**src/rtl/shape_rasterizer_top_assert.svh**
```systemverilog
// Assertion macros for the rasteriser top level.
// Both sample on clk_i and are switched off while rst_ni is low.
`ifndef SHAPE_RASTERIZER_TOP_ASSERT_SVH
`define SHAPE_RASTERIZER_TOP_ASSERT_SVH

// Property checked in the same cycle
`define SR_ASSERT_NOW(lbl, prop, msg) \
  lbl: assert property (@(posedge clk_i) disable iff (!rst_ni) prop) else $error(msg);

// Consequent checked in the cycle after the antecedent
`define SR_ASSERT_NEXT(lbl, ante, cons, msg) \
  lbl: assert property (@(posedge clk_i) disable iff (!rst_ni) ante |=> cons) else $error(msg);

`endif

```
**src/rtl/sr_pkg.sv**
```systemverilog
`timescale 1ns / 1ps

package sr_pkg;

  localparam int MaxSide  = 512;
  localparam int FracBits = 8;

  localparam int SideW  = 10;                 // frame size registers
  localparam int ColW   = $clog2(MaxSide);    // pixel column / row index
  localparam int AddrW  = 2 * ColW;           // row * MaxSide + col
  localparam int FieldW = 19;                 // Q11.8 input fields
  localparam int CoordW = FieldW + 2;         // room for origin + extent +/- one
  localparam int ProdW  = 2 * CoordW - 2;     // signed product width
  localparam int SqW    = 2 * (FieldW + 1) - 2; // squared distance per axis
  localparam int D2W    = SqW + 1;            // sum of both axes

  localparam logic [1:0] CmdClear = 2'd0;
  localparam logic [1:0] CmdDraw  = 2'd1;
  localparam logic [1:0] CmdRead  = 2'd2;

  localparam logic [1:0] StatusOk       = 2'd0;
  localparam logic [1:0] StatusBadShape = 2'd1;
  localparam logic [1:0] StatusOutside  = 2'd2;

  localparam logic [7:0] ShapeCircOut  = 8'h63; // 'c'
  localparam logic [7:0] ShapeCircFill = 8'h43; // 'C'
  localparam logic [7:0] ShapeRectOut  = 8'h72; // 'r'
  localparam logic [7:0] ShapeRectFill = 8'h52; // 'R'

  localparam logic [1:0] RegFrameWidth  = 2'd0;
  localparam logic [1:0] RegFrameHeight = 2'd1;
  localparam logic [1:0] RegBackground  = 2'd2;

  typedef enum logic [1:0] {
    MODE_CLEAR  = 2'd0,
    MODE_CIRCLE = 2'd1,
    MODE_RECT   = 2'd2
  } mode_e;

  typedef struct packed {
    mode_e                     mode;
    logic                      outline;
    logic signed [FieldW-1:0]  ox;
    logic signed [FieldW-1:0]  oy;
    logic signed [FieldW-1:0]  ea;
    logic signed [FieldW-1:0]  eb;
  } shape_t;

  typedef struct packed {
    logic            valid;
    logic            last;
    logic [ColW-1:0] x;
    logic [ColW-1:0] y;
  } scan_t;

  typedef struct packed {
    logic             valid;
    logic             last;
    logic             covered;
    logic [AddrW-1:0] addr;
  } pix_t;

endpackage

```
**src/rtl/sr_scan.sv**
```systemverilog
`timescale 1ns / 1ps

module sr_scan (
  input  logic                     clk_i,
  input  logic                     rst_ni,
  input  logic                     start_i,
  input  logic [sr_pkg::SideW-1:0] fw_i,
  input  logic [sr_pkg::SideW-1:0] fh_i,
  output sr_pkg::scan_t            scan_o
);

  logic [sr_pkg::ColW-1:0] x_q, y_q;
  logic                    run_q;
  logic                    x_last, y_last;

  assign x_last = (sr_pkg::SideW'(x_q) == fw_i - sr_pkg::SideW'(1));
  assign y_last = (sr_pkg::SideW'(y_q) == fh_i - sr_pkg::SideW'(1));

  always_ff @(posedge clk_i or negedge rst_ni) begin
    if (!rst_ni) begin
      run_q <= 1'b0;
      x_q   <= '0;
      y_q   <= '0;
    end else if (start_i) begin
      run_q <= 1'b1;
      x_q   <= '0;
      y_q   <= '0;
    end else if (run_q) begin
      if (x_last && y_last) begin
        run_q <= 1'b0;
      end else if (x_last) begin
        x_q <= '0;
        y_q <= y_q + sr_pkg::ColW'(1);
      end else begin
        x_q <= x_q + sr_pkg::ColW'(1);
      end
    end
  end

  assign scan_o.valid = run_q;
  assign scan_o.last  = run_q && x_last && y_last;
  assign scan_o.x     = x_q;
  assign scan_o.y     = y_q;

endmodule

```
**config.mk**
```make
export PLATFORM = sky130hd
export DESIGN_NAME = sr_scan
export DESIGN_NICKNAME = d
export VERILOG_FILES = /design/src/rtl/shape_rasterizer_top_assert.svh /design/src/rtl/sr_pkg.sv /design/src/rtl/sr_scan.sv
export SDC_FILE = /design/constraint.sdc
export NUM_CORES = 1
export LEC_CHECK = 0
export BUFFER_PORTS_ARGS = -buffer_cell sky130_fd_sc_hd__buf_4
export CORE_MARGIN = 8
export CORE_UTILIZATION = 58
export CTS_CLUSTER_SIZE = 30
export DETAILED_ROUTE_END_ITERATION = 6
export PLACE_DENSITY_LB_ADDON = 0.2
export SETUP_SLACK_MARGIN = 0.1
export SYNTH_ARGS = -nofsm -noshare
export SYNTH_HDL_FRONTEND = slang
export SYNTH_SLANG_ARGS = --single-unit
```
**constraint.sdc**
```tcl
create_clock -name clk_i -period 4.7 [get_ports clk_i]
set_input_delay 0.47 -clock clk_i [delete_from_list [all_inputs] [get_ports clk_i]]
set_output_delay 0.47 -clock clk_i [all_outputs]
set_load 0.1 [all_outputs]
```
## After elaboration in Yosys (flattened, before gate mapping)

Cells that the tools add are included.

- Register bits: 19
- Bits in latches: 0
- RAM bits: 0
- Bits in read-only memories: 0
- Input port bits: 23
- Output and inout bits: 20
- Logic and storage cells: 28
- Memories: 0

- Add/sub/neg operators: 4
- $mul: 0
- Div/mod/pow operators: 0
- $lt $le $gt $ge: 0
- Equal/unequal tests: 3
- Shifts and indexed selects: 0
- Muxes and demuxes: 11
- Bitwise operators: 0
- Reduce and logical (&&, ||, !) cells: 7

Operators with widths:

| cell | number |
|---|---|
| $mux 9 | 8 |
| $eq 9x10->1 | 2 |
| $sub 10x1->10 const B | 2 |
| $add 9x1->9 const B | 2 |
| $reduce_bool 2->1 | 2 |
| $logic_and 1x1->1 | 3 |
| $mux 1 | 3 |
| $reduce_and 3->1 | 1 |
| $ne 2x2->1 const B | 1 |
| $reduce_and 2->1 | 1 |

## Logic depth before layout (Yosys ltp)

- Word-level depth: 6
- Depth in mapped cells: 11
- Mapped depth without buffers: 9

## Worst setup path before layout

No wires, ideal clock.

- Path type: register -> output
- Start point: register y_q[5] (netlist bit)
- End point: output scan_o[18] (netlist bit)
- Arrival: 4351 ps
- Path slack: -121 ps
- Cell stages (with the launch flop): 6
- Cell sequence: dfrtp_1 xnor2_1 or4_1 a2111oi_0 o211ai_1 nor3_1

RTL lines:

| element | RTL line | source |
|---|---|---|
| from (decl) | sr_scan.sv:12 | `logic [sr_pkg::ColW-1:0] x_q, y_q;` |
| from (signal assigned) | sr_scan.sv:33 | `y_q <= y_q + sr_pkg::ColW'(1);` |
| to (decl) | sr_scan.sv:9 | `output sr_pkg::scan_t scan_o` |

==> results.md <==
* Status: completed
* H-Tree Depth at 1
* Worst Path Max Fanout at 9
* Cell Area, Synth at 1710 um^2
* Worst skew pair latency at approximately 300 ps
* CTS max path bufs at 2
* Top cells by area, synth: dfrtp_1 (28%), xnor2_1 (6.7%), o21ai_0 (5.6%), xor2_1 (4.1%), nand3_1 (3.8%)
* Setup Fix Bufs, Post-CTS at 0
* Share of layout cells above drive strength 1 at ~24%
* Post-synthesis async set-or-reset flop share at 100%
* Maximum vdd drop at approximately 0.18 mV
* CP arrival at slightly above 3000 ps
* Clock Sinks at 19
* Antenna Nets Post-Route at 0
* Leading area contributor after synthesis: dfrtp_1
* Register area share after synthesis at roughly 28%
* Hold Path Class: in -> async
* Crit-path most repeated cell: buf_4
* CTS tree: yes
* CP max stage delay at 630 ps
* Critical path class: in -> out
* Mapped Cells at 210
* Maximum clock rate at 0.280 GHz
* CP delay by family, top: simple AND/OR/NAND/NOR gates
* Post-DP HPWL at approximately 3200 um
* Warnings from Yosys at 0
* Cts hold-fix bufs at 0
* Total power at ~340 uW
* Vias/cell at ~6.3
* Final hold violation count at 0
* Final WL at between 4000 and 5000 um
* Max-slew violations at 0
* Fill cells at roughly 220
* Post-synth top flop: dfrtp_1
* Hold Slack at 19.6 ps
* Slew of the pin with the lowest slew margin at about 640 ps
* Seq cells post-synth at 19
* Rel. slew slack at around 57%
* IO Port Bufs at 42
* Resized Gates After CTS at 0
* Total track usage at 16.5%
* EDFF count, synth at 0
* Final Skew at approximately 2.3 ps
* NumNets Final at approximately 270
* Reg2reg setup slack at roughly 2000 ps
* Setup TNS at 0 ps
* Die area at between 4000 and 5000 um^2
* Setup violators final at 0
* Pleak at 0.000887 uW
* Clock root buffer: clkbuf_4
* Vias in the first global route at ~1600
* Vias at about 1700
* Ports at 43
* Worst Setup Start Kind: primary input
* Initial antenna violation count at 0
* Max Cap Viol at 0
* Area growth from synthesis to layout at 19.3%
* CP Capture Type: output port
* Worst path depth at 11
* Commonest cells after routing, fill and taps aside: buf_4 (42), o21ai_0 (19), dfrtp_1 (19)
* Crit-path cells: buf_4 > inv_1 > ha_1 > or4b_2 > nor4_1 > xnor2_1 > o2111a_1 > and2_2 > nand2_1 > nor3_2 > buf_4
* Average wire per standard cell at roughly 15 um
* Core area at about 2800 um^2
* Crit path time final at roughly 3600 ps
* Antenna diodes at 0
* Total CTS buffers at 3
* RSZ-0062 raised after global routing: false
* First-pass GRT wire length at around 7100 um
* # rows at 19
* Die Y at 70.3 um
* Power per cell area at 166 nW/um^2
* Synth top area share at 27.8%
* Die width at 70.3 um
* Avg Cell Area, Syn at between 8 and 9 um^2
* CP Data Required Time at roughly 4200 ps
* Largest net degree at the start of global routing at 20
* Fin crit share at about 76%
* Crit path buf inv count at 3
* Drt first pass iters at 4
* Reg clk slew, reported paths at roughly 100 ps
* Reg2Reg Depth at 7
* Worst path slowest cell: or4b_2
* Initial Util at 61.5%
* RePlAce Congestion at ~0.86
* Final instance area at ~2000 um^2
* Drt initial violations at 115
* Most common cell after layout, fill and taps aside: buf_4
* Distinct cell type count after synthesis at 50
* Cell Area, Placed at slightly above 2000 um^2
* Drt drc at 0
* Grt total ovfl at 0
* Syn nets at between 200 and 250
## worst reg2reg max path, cell delays in order (launching register included)
cell,delay (ps)
dfrtp_1,450
xnor2_1,160
or4_1,390
a2111oi_0,540
o211ai_1,300
o2111ai_4,440
mux2i_1,250
nor2_1,50
## metal layers
metal,track usage [%],vias to the layer above,share of wire (%)
met5,0,-,0
met4,6.03,0,1.5
met3,3.39,8,6.8
met2,24.9,52,45
met1,22.2,822,47
li1,-,863,-
## state kept, by name (all words and copies together), names as in the netlist
register  cells
run_q         1
x_q           9
y_q           9
## synthesized netlist by cell type (3+ instances only)
cell type / number
a211oi_1: 4
a21oi_1: 11
and3_1: 4
clkbuf_1: 5
dfrtp_1: 19
ha_1: 4
inv_1: 12
nand2_1: 11
nand3_1: 13
nand4_1: 6
nor2_1: 11
nor3_1: 5
nor3b_1: 4
nor4_1: 5
o21ai_0: 19
or2_2: 3
or3_1: 8
or3_2: 5
or4_1: 3
xnor2_1: 13
xor2_1: 8
## per-stage QoR
step	util, %	setup slack [ps]	instances
2_1_floorplan	-	713	210
3_3_place_gp	72.5	1220	273
3_5_place_dp	72.5	1130	273
4_1_cts	73.4	1120	277
5_1_grt	73.4	1000	277
6_report	73.4	1130	277
## power breakdown
group          total (uW)  switching (uW)  leakage (uW)  internal, uW
Clock                82.5            49.4     0.0000150          33.1
Sequential            169            3.74      0.000258           166
Combinational        87.3            53.3      0.000614          34.0
## cells by family after synthesis
kind of cell	synth area share (%)
DFF	27.8
xor gates and xnor gates	10.7
AOI/OAI and AO/OA	21.9
and+or+nand+nor	30.3
adders and majority gates	2.92
muxes	0.585
buffers and inverters	5.85
## cell type report
class / instances / area [um^2] / share of cell area, %
Clock buffer: 4 / 26.3 / 1.29
Inverter: 12 / 45.0 / 2.21
Multi-Input combinational cell: 169 / 1140 / 55.9
Sequential cell: 19 / 475 / 23.3
Tap cell: 31 / 38.8 / 1.90
Timing Repair Buffer: 42 / 315 / 15.4
## worst paths after layout
| path | start | to |
|---|---|---|
| min in group clk_i | start_i | y_q[6] |
| worst max register to register | y_q[5] | y_q[1] |
| max in group asynchronous | rst_ni | x_q[5] |
| worst min-delay path | rst_ni | y_q[0] |
| worst min register to register | x_q[3] | x_q[3] |
| worst max-delay path | fw_i[0] | scan_o[18] |
No activity file was read; power rests on OpenSTA's default activity.
