`src/rtl/shape_rasterizer_top_assert.svh`:
```
// Assertion macros for the rasteriser top level.
// Both sample on clk_i and are switched off while rst_ni is low.
`ifndef SHAPE_RASTERIZER_TOP_ASSERT_SVH
`define SHAPE_RASTERIZER_TOP_ASSERT_SVH

// Property checked in the same cycle
`define SR_ASSERT_NOW(lbl, prop, msg) \
  lbl: assert property (@(posedge clk_i) disable iff (!rst_ni) prop) else $error(msg);

// Consequent checked in the cycle after the antecedent
`define SR_ASSERT_NEXT(lbl, ante, cons, msg) \
  lbl: assert property (@(posedge clk_i) disable iff (!rst_ni) ante |=> cons) else $error(msg);

`endif

```
`src/rtl/sr_pkg.sv`:
```
`timescale 1ns / 1ps

package sr_pkg;

  localparam int MaxSide  = 512;
  localparam int FracBits = 8;

  localparam int SideW  = 10;                 // frame size registers
  localparam int ColW   = $clog2(MaxSide);    // pixel column / row index
  localparam int AddrW  = 2 * ColW;           // row * MaxSide + col
  localparam int FieldW = 19;                 // Q11.8 input fields
  localparam int CoordW = FieldW + 2;         // room for origin + extent +/- one
  localparam int ProdW  = 2 * CoordW - 2;     // signed product width
  localparam int SqW    = 2 * (FieldW + 1) - 2; // squared distance per axis
  localparam int D2W    = SqW + 1;            // sum of both axes

  localparam logic [1:0] CmdClear = 2'd0;
  localparam logic [1:0] CmdDraw  = 2'd1;
  localparam logic [1:0] CmdRead  = 2'd2;

  localparam logic [1:0] StatusOk       = 2'd0;
  localparam logic [1:0] StatusBadShape = 2'd1;
  localparam logic [1:0] StatusOutside  = 2'd2;

  localparam logic [7:0] ShapeCircOut  = 8'h63; // 'c'
  localparam logic [7:0] ShapeCircFill = 8'h43; // 'C'
  localparam logic [7:0] ShapeRectOut  = 8'h72; // 'r'
  localparam logic [7:0] ShapeRectFill = 8'h52; // 'R'

  localparam logic [1:0] RegFrameWidth  = 2'd0;
  localparam logic [1:0] RegFrameHeight = 2'd1;
  localparam logic [1:0] RegBackground  = 2'd2;

  typedef enum logic [1:0] {
    MODE_CLEAR  = 2'd0,
    MODE_CIRCLE = 2'd1,
    MODE_RECT   = 2'd2
  } mode_e;

  typedef struct packed {
    mode_e                     mode;
    logic                      outline;
    logic signed [FieldW-1:0]  ox;
    logic signed [FieldW-1:0]  oy;
    logic signed [FieldW-1:0]  ea;
    logic signed [FieldW-1:0]  eb;
  } shape_t;

  typedef struct packed {
    logic            valid;
    logic            last;
    logic [ColW-1:0] x;
    logic [ColW-1:0] y;
  } scan_t;

  typedef struct packed {
    logic             valid;
    logic             last;
    logic             covered;
    logic [AddrW-1:0] addr;
  } pix_t;

endpackage

```
`src/rtl/sr_cover.sv`:
```
`timescale 1ns / 1ps

// Two-stage coverage pipe: stage 1 takes offsets and edge compares,
// stage 2 holds the squares; the distance compare follows stage 2.
module sr_cover (
  input  logic           clk_i,
  input  logic           rst_ni,
  input  logic           load_i,
  input  sr_pkg::shape_t shape_i,
  input  sr_pkg::scan_t  scan_i,
  output sr_pkg::pix_t   pix_o
);

  localparam int CW = sr_pkg::CoordW;

  localparam logic signed [CW-1:0] One = CW'(1) <<< sr_pkg::FracBits;

  // per-shape constants, taken once before the scan
  logic [sr_pkg::D2W-1:0] r2_q, r1sq_q;
  logic                   r1_pos_q;
  logic signed [CW-1:0]   xlo_q, xhi_q, xilo_q, xihi_q;
  logic signed [CW-1:0]   ylo_q, yhi_q, yilo_q, yihi_q;

  logic signed [CW-1:0]      ox_w, oy_w, ea_w, eb_w, r1_w;
  logic signed [sr_pkg::ProdW-1:0] r2_w, r1sq_w;

  assign ox_w   = CW'(shape_i.ox);
  assign oy_w   = CW'(shape_i.oy);
  assign ea_w   = CW'(shape_i.ea);
  assign eb_w   = CW'(shape_i.eb);
  assign r1_w   = ea_w - One;
  assign r2_w   = sr_pkg::ProdW'(ea_w) * sr_pkg::ProdW'(ea_w);
  assign r1sq_w = sr_pkg::ProdW'(r1_w) * sr_pkg::ProdW'(r1_w);

  always_ff @(posedge clk_i) begin
    if (load_i) begin
      r2_q     <= r2_w[sr_pkg::D2W-1:0];
      r1sq_q   <= r1sq_w[sr_pkg::D2W-1:0];
      r1_pos_q <= !r1_w[CW-1];
      xlo_q    <= ox_w;
      xhi_q    <= ox_w + ea_w;
      xilo_q   <= ox_w + One;
      xihi_q   <= ox_w + ea_w - One;
      ylo_q    <= oy_w;
      yhi_q    <= oy_w + eb_w;
      yilo_q   <= oy_w + One;
      yihi_q   <= oy_w + eb_w - One;
    end
  end

  // stage 1
  logic signed [CW-1:0] px, py;
  logic                 in_outer, in_inner;

  assign px = CW'(scan_i.x) <<< sr_pkg::FracBits;
  assign py = CW'(scan_i.y) <<< sr_pkg::FracBits;

  assign in_outer = (px >= xlo_q) && (px <= xhi_q) && (py >= ylo_q) && (py <= yhi_q);
  assign in_inner = (px >= xilo_q) && (px <= xihi_q) && (py >= yilo_q) && (py <= yihi_q);

  logic                     s1_valid_q, s1_last_q, s1_rect_q;
  logic [sr_pkg::AddrW-1:0] s1_addr_q;
  logic signed [CW-1:0]     dx_q, dy_q;

  always_ff @(posedge clk_i or negedge rst_ni) begin
    if (!rst_ni) begin
      s1_valid_q <= 1'b0;
      s1_last_q  <= 1'b0;
    end else begin
      s1_valid_q <= scan_i.valid;
      s1_last_q  <= scan_i.last;
    end
  end

  always_ff @(posedge clk_i) begin
    s1_addr_q <= {scan_i.y, scan_i.x};
    s1_rect_q <= in_outer && !(shape_i.outline && in_inner);
    dx_q      <= px - ox_w;
    dy_q      <= py - oy_w;
  end

  // stage 2
  logic signed [sr_pkg::ProdW-1:0] dx2_w, dy2_w;

  assign dx2_w = sr_pkg::ProdW'(dx_q) * sr_pkg::ProdW'(dx_q);
  assign dy2_w = sr_pkg::ProdW'(dy_q) * sr_pkg::ProdW'(dy_q);

  logic                     s2_valid_q, s2_last_q, s2_rect_q;
  logic [sr_pkg::AddrW-1:0] s2_addr_q;
  logic [sr_pkg::SqW-1:0]   dx2_q, dy2_q;

  always_ff @(posedge clk_i or negedge rst_ni) begin
    if (!rst_ni) begin
      s2_valid_q <= 1'b0;
      s2_last_q  <= 1'b0;
    end else begin
      s2_valid_q <= s1_valid_q;
      s2_last_q  <= s1_last_q;
    end
  end

  always_ff @(posedge clk_i) begin
    s2_addr_q <= s1_addr_q;
    s2_rect_q <= s1_rect_q;
    dx2_q     <= dx2_w[sr_pkg::SqW-1:0];
    dy2_q     <= dy2_w[sr_pkg::SqW-1:0];
  end

  logic [sr_pkg::D2W-1:0] d2;
  logic                   circ_cov;
  logic                   covered;

  assign d2 = sr_pkg::D2W'(dx2_q) + sr_pkg::D2W'(dy2_q);

  // outline ring drops the inner disc only when radius minus one is not negative
  assign circ_cov = (d2 <= r2_q) && !(shape_i.outline && r1_pos_q && (d2 <= r1sq_q));

  always_comb begin
    case (shape_i.mode)
      sr_pkg::MODE_CLEAR:  covered = 1'b1;
      sr_pkg::MODE_CIRCLE: covered = circ_cov;
      sr_pkg::MODE_RECT:   covered = s2_rect_q;
      default:             covered = 1'b0;
    endcase
  end

  assign pix_o.valid   = s2_valid_q;
  assign pix_o.last    = s2_last_q;
  assign pix_o.covered = covered;
  assign pix_o.addr    = s2_addr_q;

endmodule

```
`config.mk`:
```
export PLATFORM = sky130hd
export DESIGN_NAME = sr_cover
export DESIGN_NICKNAME = d
export VERILOG_FILES = /design/src/rtl/shape_rasterizer_top_assert.svh /design/src/rtl/sr_pkg.sv /design/src/rtl/sr_cover.sv
export SDC_FILE = /design/constraint.sdc
export NUM_CORES = 2
export LEC_CHECK = 0
export ABC_CLOCK_PERIOD_IN_PS = 17400
export BUFFER_PORTS_ARGS = -buffer_cell sky130_fd_sc_hd__buf_2
export CELL_PAD_IN_SITES_DETAIL_PLACEMENT = 0
export CELL_PAD_IN_SITES_GLOBAL_PLACEMENT = 1
export CORE_MARGIN = 2
export CORE_UTILIZATION = 30
export CTS_BUF_LIST = sky130_fd_sc_hd__clkbuf_8
export CTS_CLUSTER_DIAMETER = 100
export DETAILED_ROUTE_END_ITERATION = 7
export GPL_TIMING_DRIVEN = 0
export PLACE_DENSITY = 0.63
export SETUP_SLACK_MARGIN = 0.1
export SLEW_MARGIN = 5
export SYNTH_ARGS = -nofsm -noshare
export SYNTH_HDL_FRONTEND = slang
export SYNTH_SLANG_ARGS = --single-unit
```
`constraint.sdc`:
```
create_clock -name clk_i -period 17.4 [get_ports clk_i]
set_clock_uncertainty 0.2 [all_clocks]
set_input_delay 1.74 -clock clk_i [delete_from_list [all_inputs] [get_ports clk_i]]
set_output_delay 1.74 -clock clk_i [all_outputs]
set_load 0.01 [all_outputs]
```
# Yosys cells after proc, flatten, opt, wreduce, memory -nomap -nowiden

Index checks and enable logic that the tools add are counted.
Widths: inputs -> output; s select.

Bits in registers: 399
Bits in latches: 0
Bits in writable memories: 0
ROM bits: 0
Input port bits: 102
Output and inout port bits: 21
Word-level logic and storage cells: 65
Memories kept: 0

$add $sub $neg: 10
$mul: 4
Divide/modulo/power cells: 0
Magnitude comparators: 10
Eq/ne operators: 2
Shifts and indexed selects: 0
Mux-type cells: 1
Bitwise gates (word level): 0
Reductions and logical operators: 15

Operators by type and width:

| kind                   | count |
|---|---|
| $le 39x39->1           | 2 |
| $mul 20x20->38         | 2 |
| $ge 18x21->1           | 2 |
| $le 18x21->1           | 2 |
| $sub 20x10->21 const B | 2 |
| $add 19x10->20 const B | 2 |
| $add 19x19->20         | 2 |
| $le 18x20->1           | 2 |
| $sub 18x19->20         | 2 |
| $add 38x38->39         | 1 |
| $mul 20x20->39         | 1 |
| $ge 18x19->1           | 2 |
| $mul 19x19->38         | 1 |
| $sub 19x10->20 const B | 1 |
| $logic_and 1x1->1      | 11 |
| $logic_not 1->1        | 3 |
| $pmux 1 s3             | 1 |
| $eq 2x1->1 const B     | 1 |
| $eq 2x2->1 const B     | 1 |
| $logic_not 2->1        | 1 |

# Logic depth before layout (Yosys ltp)

Depth after elaboration: 7
Depth in mapped cells: 34

# Least setup slack after synthesis

OpenSTA, ideal clock, no wires.

Kind: input port to flip-flop
From: in shape_i[27] in the netlist's numbering
To: reg r1sq_q[38] in the netlist's numbering (data pin)
Library setup time: 0.260 ns
Arrival time: 9.679 ns
Data required time: 16.940 ns
Setup slack: 7.261 ns
Stages: 33
Path buffers: 3
Cells stage by stage: clkbuf_1 -> inv_1 -> clkbuf_1 -> ha_1 -> nand3_1 -> nor2_1 -> nand2_1 -> xnor2_1 -> clkbuf_1 -> nand2_1 -> fa_1 -> inv_1 -> fa_1 -> inv_1 -> fa_1 -> inv_1 -> fa_1 -> fa_1 -> fa_1 -> inv_1 -> fa_1 -> inv_1 -> ha_1 -> a21o_1 -> a21o_1 -> a21o_1 -> a21o_1 -> a211oi_1 -> a31oi_1 -> a2111oi_0 -> o21bai_1 -> a21oi_1 -> xnor2_1

Word-level cells in the longest chain between the ends: 2

Ends and longest elaborated chain:

| what                      | RTL line       | text |
|---|---|---|
| start, declared           | sr_cover.sv:9  | `input sr_pkg::shape_t shape_i,` |
| $sub 19x10->20            | sr_cover.sv:31 | `assign r1_w = ea_w - One;` |
| $mul 20x20->39            | sr_cover.sv:33 | `assign r1sq_w = sr_pkg::ProdW'(r1_w) * sr_pkg::ProdW'(r1_w);` |
| named net r1sq_w, one bit | sr_cover.sv:25 | `logic signed [sr_pkg::ProdW-1:0] r2_w, r1sq_w;` |
| end signal, assigned      | sr_cover.sv:38 | `r1sq_q <= r1sq_w[sr_pkg::D2W-1:0];` |
| end, declared             | sr_cover.sv:19 | `logic [sr_pkg::D2W-1:0] r2_q, r1sq_q;` |

The timed path passes the listed nets, and every way through them passes these cells.
A chain may end at the register's enable or synchronous reset.

# Worst setup path after layout

Same ends and word-level chain as after synthesis.

==> flow_metrics.env <==
export IMPL_gp_congestion=0.903
export IMPL_crit_path_max_fanout=12
export IMPL_yosysSeqAreaShare=0.134
export IMPL_ios=123
export IMPL_cts_sinks=358
export IMPL_numCtsBuffers=70
export IMPL_die_area_sq_um=233000
export IMPL_synth_cell_type_count=80
export IMPL_grt_setup_unrepaired="false"
export IMPL_grt_max_degree=113
export IMPL_syn_avg_cell_area_sq_um=9.88
export IMPL_placedCellCount=10100
export IMPL_synth_top_cell_area_share=0.425
export IMPL_ant_nets=0
export IMPL_drt_iter0_drc=2522
export IMPL_yosys_area_top_type="fa_1"
export IMPL_syn_inst=6949
export IMPL_worst_pin_slew_ns=1.36
export IMPL_drcViolationCount=0
export IMPL_yosys_warnings=0
export IMPL_final_area_sq_um=74700
export IMPL_synthFlopType="edfxtp_1"
export IMPL_status="completed"
export IMPL_drv_cap=0
export IMPL_grt_pass1_wl_um=304000
export IMPL_grtUsageTotal=0.172
export IMPL_fmax_mhz=78.6
export IMPL_layout_drive_gt1_share=0.0393
export IMPL_fin_setup_tns_ns=0
export IMPL_syn_area_sq_um=68600
export IMPL_placedInstanceArea_sq_um=73100
export IMPL_io_buffers=122
export IMPL_cp_data_required_time_ns=17.67
export IMPL_rows=175
export IMPL_relSlewSlack=0.0869
export IMPL_cts_htree_levels=3
export IMPL_final_cells=10200
export IMPL_grt_overflow=0
export IMPL_first_pass_iters=5
export IMPL_setup_viol=0
export IMPL_fin_nets=9385
export IMPL_area_delta_synth_final_pct=8.87
export IMPL_critPathSlowestCell="xnor2_1"
export IMPL_crit_type="input pin to register"
export IMPL_initial_core_util=0.302
export IMPL_wl_um=195000
export IMPL_fin_crit_sh=0.731
export IMPL_clock_path_buffers=3
export IMPL_grt_pass1_vias=51000
export IMPL_cpPeakStageDelay_ns=1.01
export IMPL_cts_root_buffer="clkbuf_8"
export IMPL_cts_tree="done"
export IMPL_ys_ff_latch=358
export IMPL_maxSlewViolCount=0
export IMPL_end_kind="register"
export IMPL_final_cell_mix="inv_1 (1,907), fa_1 (1,457), ha_1 (681), nand2_1 (510), nor2_1 (315)"
export IMPL_die_w_um=482
export IMPL_fin_crit_ns=12.72
export IMPL_async_flop_share=0.0112
export IMPL_coreArea_sq_um=227000
export IMPL_synth_edff_count=202
export IMPL_layout_commonest_cell="inv_1"
export IMPL_routedWlPerCell_um=19.1
export IMPL_timing_hold_ws_ns=0.124
export IMPL_dp_hpwl_um=168000
export IMPL_hold_viol=0
export IMPL_synth_fp_nets=9189
export IMPL_cts_clk_slew_worst_paths_ns=0.06
export IMPL_cts_resized=0
export IMPL_cts_setup_buffers=0
export IMPL_route_detailed_vias_per_inst=4.56
export IMPL_synth_area_leaders="fa_1 (42%), ha_1 (12%), inv_1 (10%)"
export IMPL_vias=46600
export IMPL_crit_top_cell="fa_1"
export IMPL_die_h_um=482
export IMPL_antenna_found_initial=28
export IMPL_startpoint_type="input pin"
export IMPL_hold_class="register to register"
export IMPL_postCtsHoldBufs=0
export IMPL_cp_arrival_ns=12.98
export IMPL_clk_latency_ns=0.70
## Yosys cell counts (8+ instances only)
| master | number |
|---|---|
| nor4_1 | 15 |
| clkinv_1 | 11 |
| ha_1 | 681 |
| nand2b_1 | 63 |
| and3_1 | 17 |
| a211oi_1 | 24 |
| and2_1 | 202 |
| a21oi_1 | 214 |
| nand3_1 | 54 |
| nand4_1 | 30 |
| fa_1 | 1457 |
| o21ai_0 | 112 |
| dfxtp_1 | 152 |
| nand2_1 | 510 |
| a21o_1 | 148 |
| buf_1 | 8 |
| a31oi_1 | 25 |
| clkbuf_1 | 122 |
| o21bai_1 | 47 |
| xor2_1 | 104 |
| xnor2_1 | 241 |
| a2111oi_0 | 9 |
| o21a_1 | 35 |
| o211ai_1 | 13 |
| nor2b_1 | 39 |
| nor3_1 | 45 |
| inv_1 | 1893 |
| nor2_1 | 315 |
| edfxtp_1 | 202 |
| or3_1 | 10 |
| or2_2 | 14 |
## registers in the layout, indices dropped and copies added (netlist names), 13 cells and up
register and count:
dx2_q 37, dx_q 20, dy2_q 37, dy_q 20
r1sq_q 36, r2_q 37, s1_addr_q 18, s2_addr_q 18
xhi_q 20, xihi_q 13, xlo_q 19, yhi_q 20
yihi_q 13, ylo_q 19
## cell type report
class | instances | area (sq um)
timing repair buffer | 124 | 676
sequential | 358 | 9210
antenna | 15 | 37.5
clock buffer | 83 | 1140
clock inverter | 43 | 457
multi-input combinational | 4550 | 51800
tap | 3009 | 3760
buffer | 133 | 510
inverter | 1908 | 7160
fill | 23500 | 153000
## routing by layer
metal | vias up | routed length, um | GRT usage
li1 | 21500 | - | -
met1 | 23800 | 86000 | 0.230
met2 | 1007 | 95500 | 0.298
met3 | 260 | 8390 | 0.0172
met4 | 4 | 5200 | 0.0418
met5 | - | 26 | 0
## worst max-delay path, delay by kind of cell
kind                       cells  cell delay [ns]
adders and majority gates      9             4.33
AOI/OAI and AO/OA              9             2.67
buffers and inverters         10             2.50
xor gates and xnor gates       2             1.08
and+or+nand+nor                4             0.61
## cells by family (layout without fill, tap and decap cells)
group / after synthesis / count (layout) / share of synthesized area
compound gates: 714 / 714 / 0.0677
xor+xnor: 346 / 346 / 0.0443
fa+ha+maj: 2138 / 2138 / 0.549
buf+inv: 2041 / 2291 / 0.112
flops: 358 / 358 / 0.134
mux: 5 / 5 / 0.000802
other cells: 0 / 15 / 0
simple gates: 1347 / 1347 / 0.0921
## worst paths after layout
| path | startpoint | endpoint | slack (ns) | cells after the start |
|---|---|---|---|---|
| setup / recovery | shape_i[27] | r1sq_q[38] | 4.68 | 34 |
| hold / removal | s1_addr_q[6] | s2_addr_q[6] | 0.12 | 0 |
| setup reg to reg | dx_q[6] | dx2_q[37] | 8.36 | 24 |
| hold reg to reg | s1_addr_q[6] | s2_addr_q[6] | 0.12 | 0 |
| max in group asynchronous | rst_ni | s2_last_q | 16.20 | 1 |
| min in group asynchronous | rst_ni | s1_valid_q | 0.68 | 1 |
## stage by stage
step                utilization  setup WS, ns
detailed placement        0.321          3.94
global placement          0.321          4.04
finish                    0.328          4.68
floorplan                     -          7.26
CTS                       0.328          4.72
global route              0.328          4.23
Power is left out: the tool's default activity adds up to more than one toggle a clock period on the data nets, which glitch-free logic cannot reach.
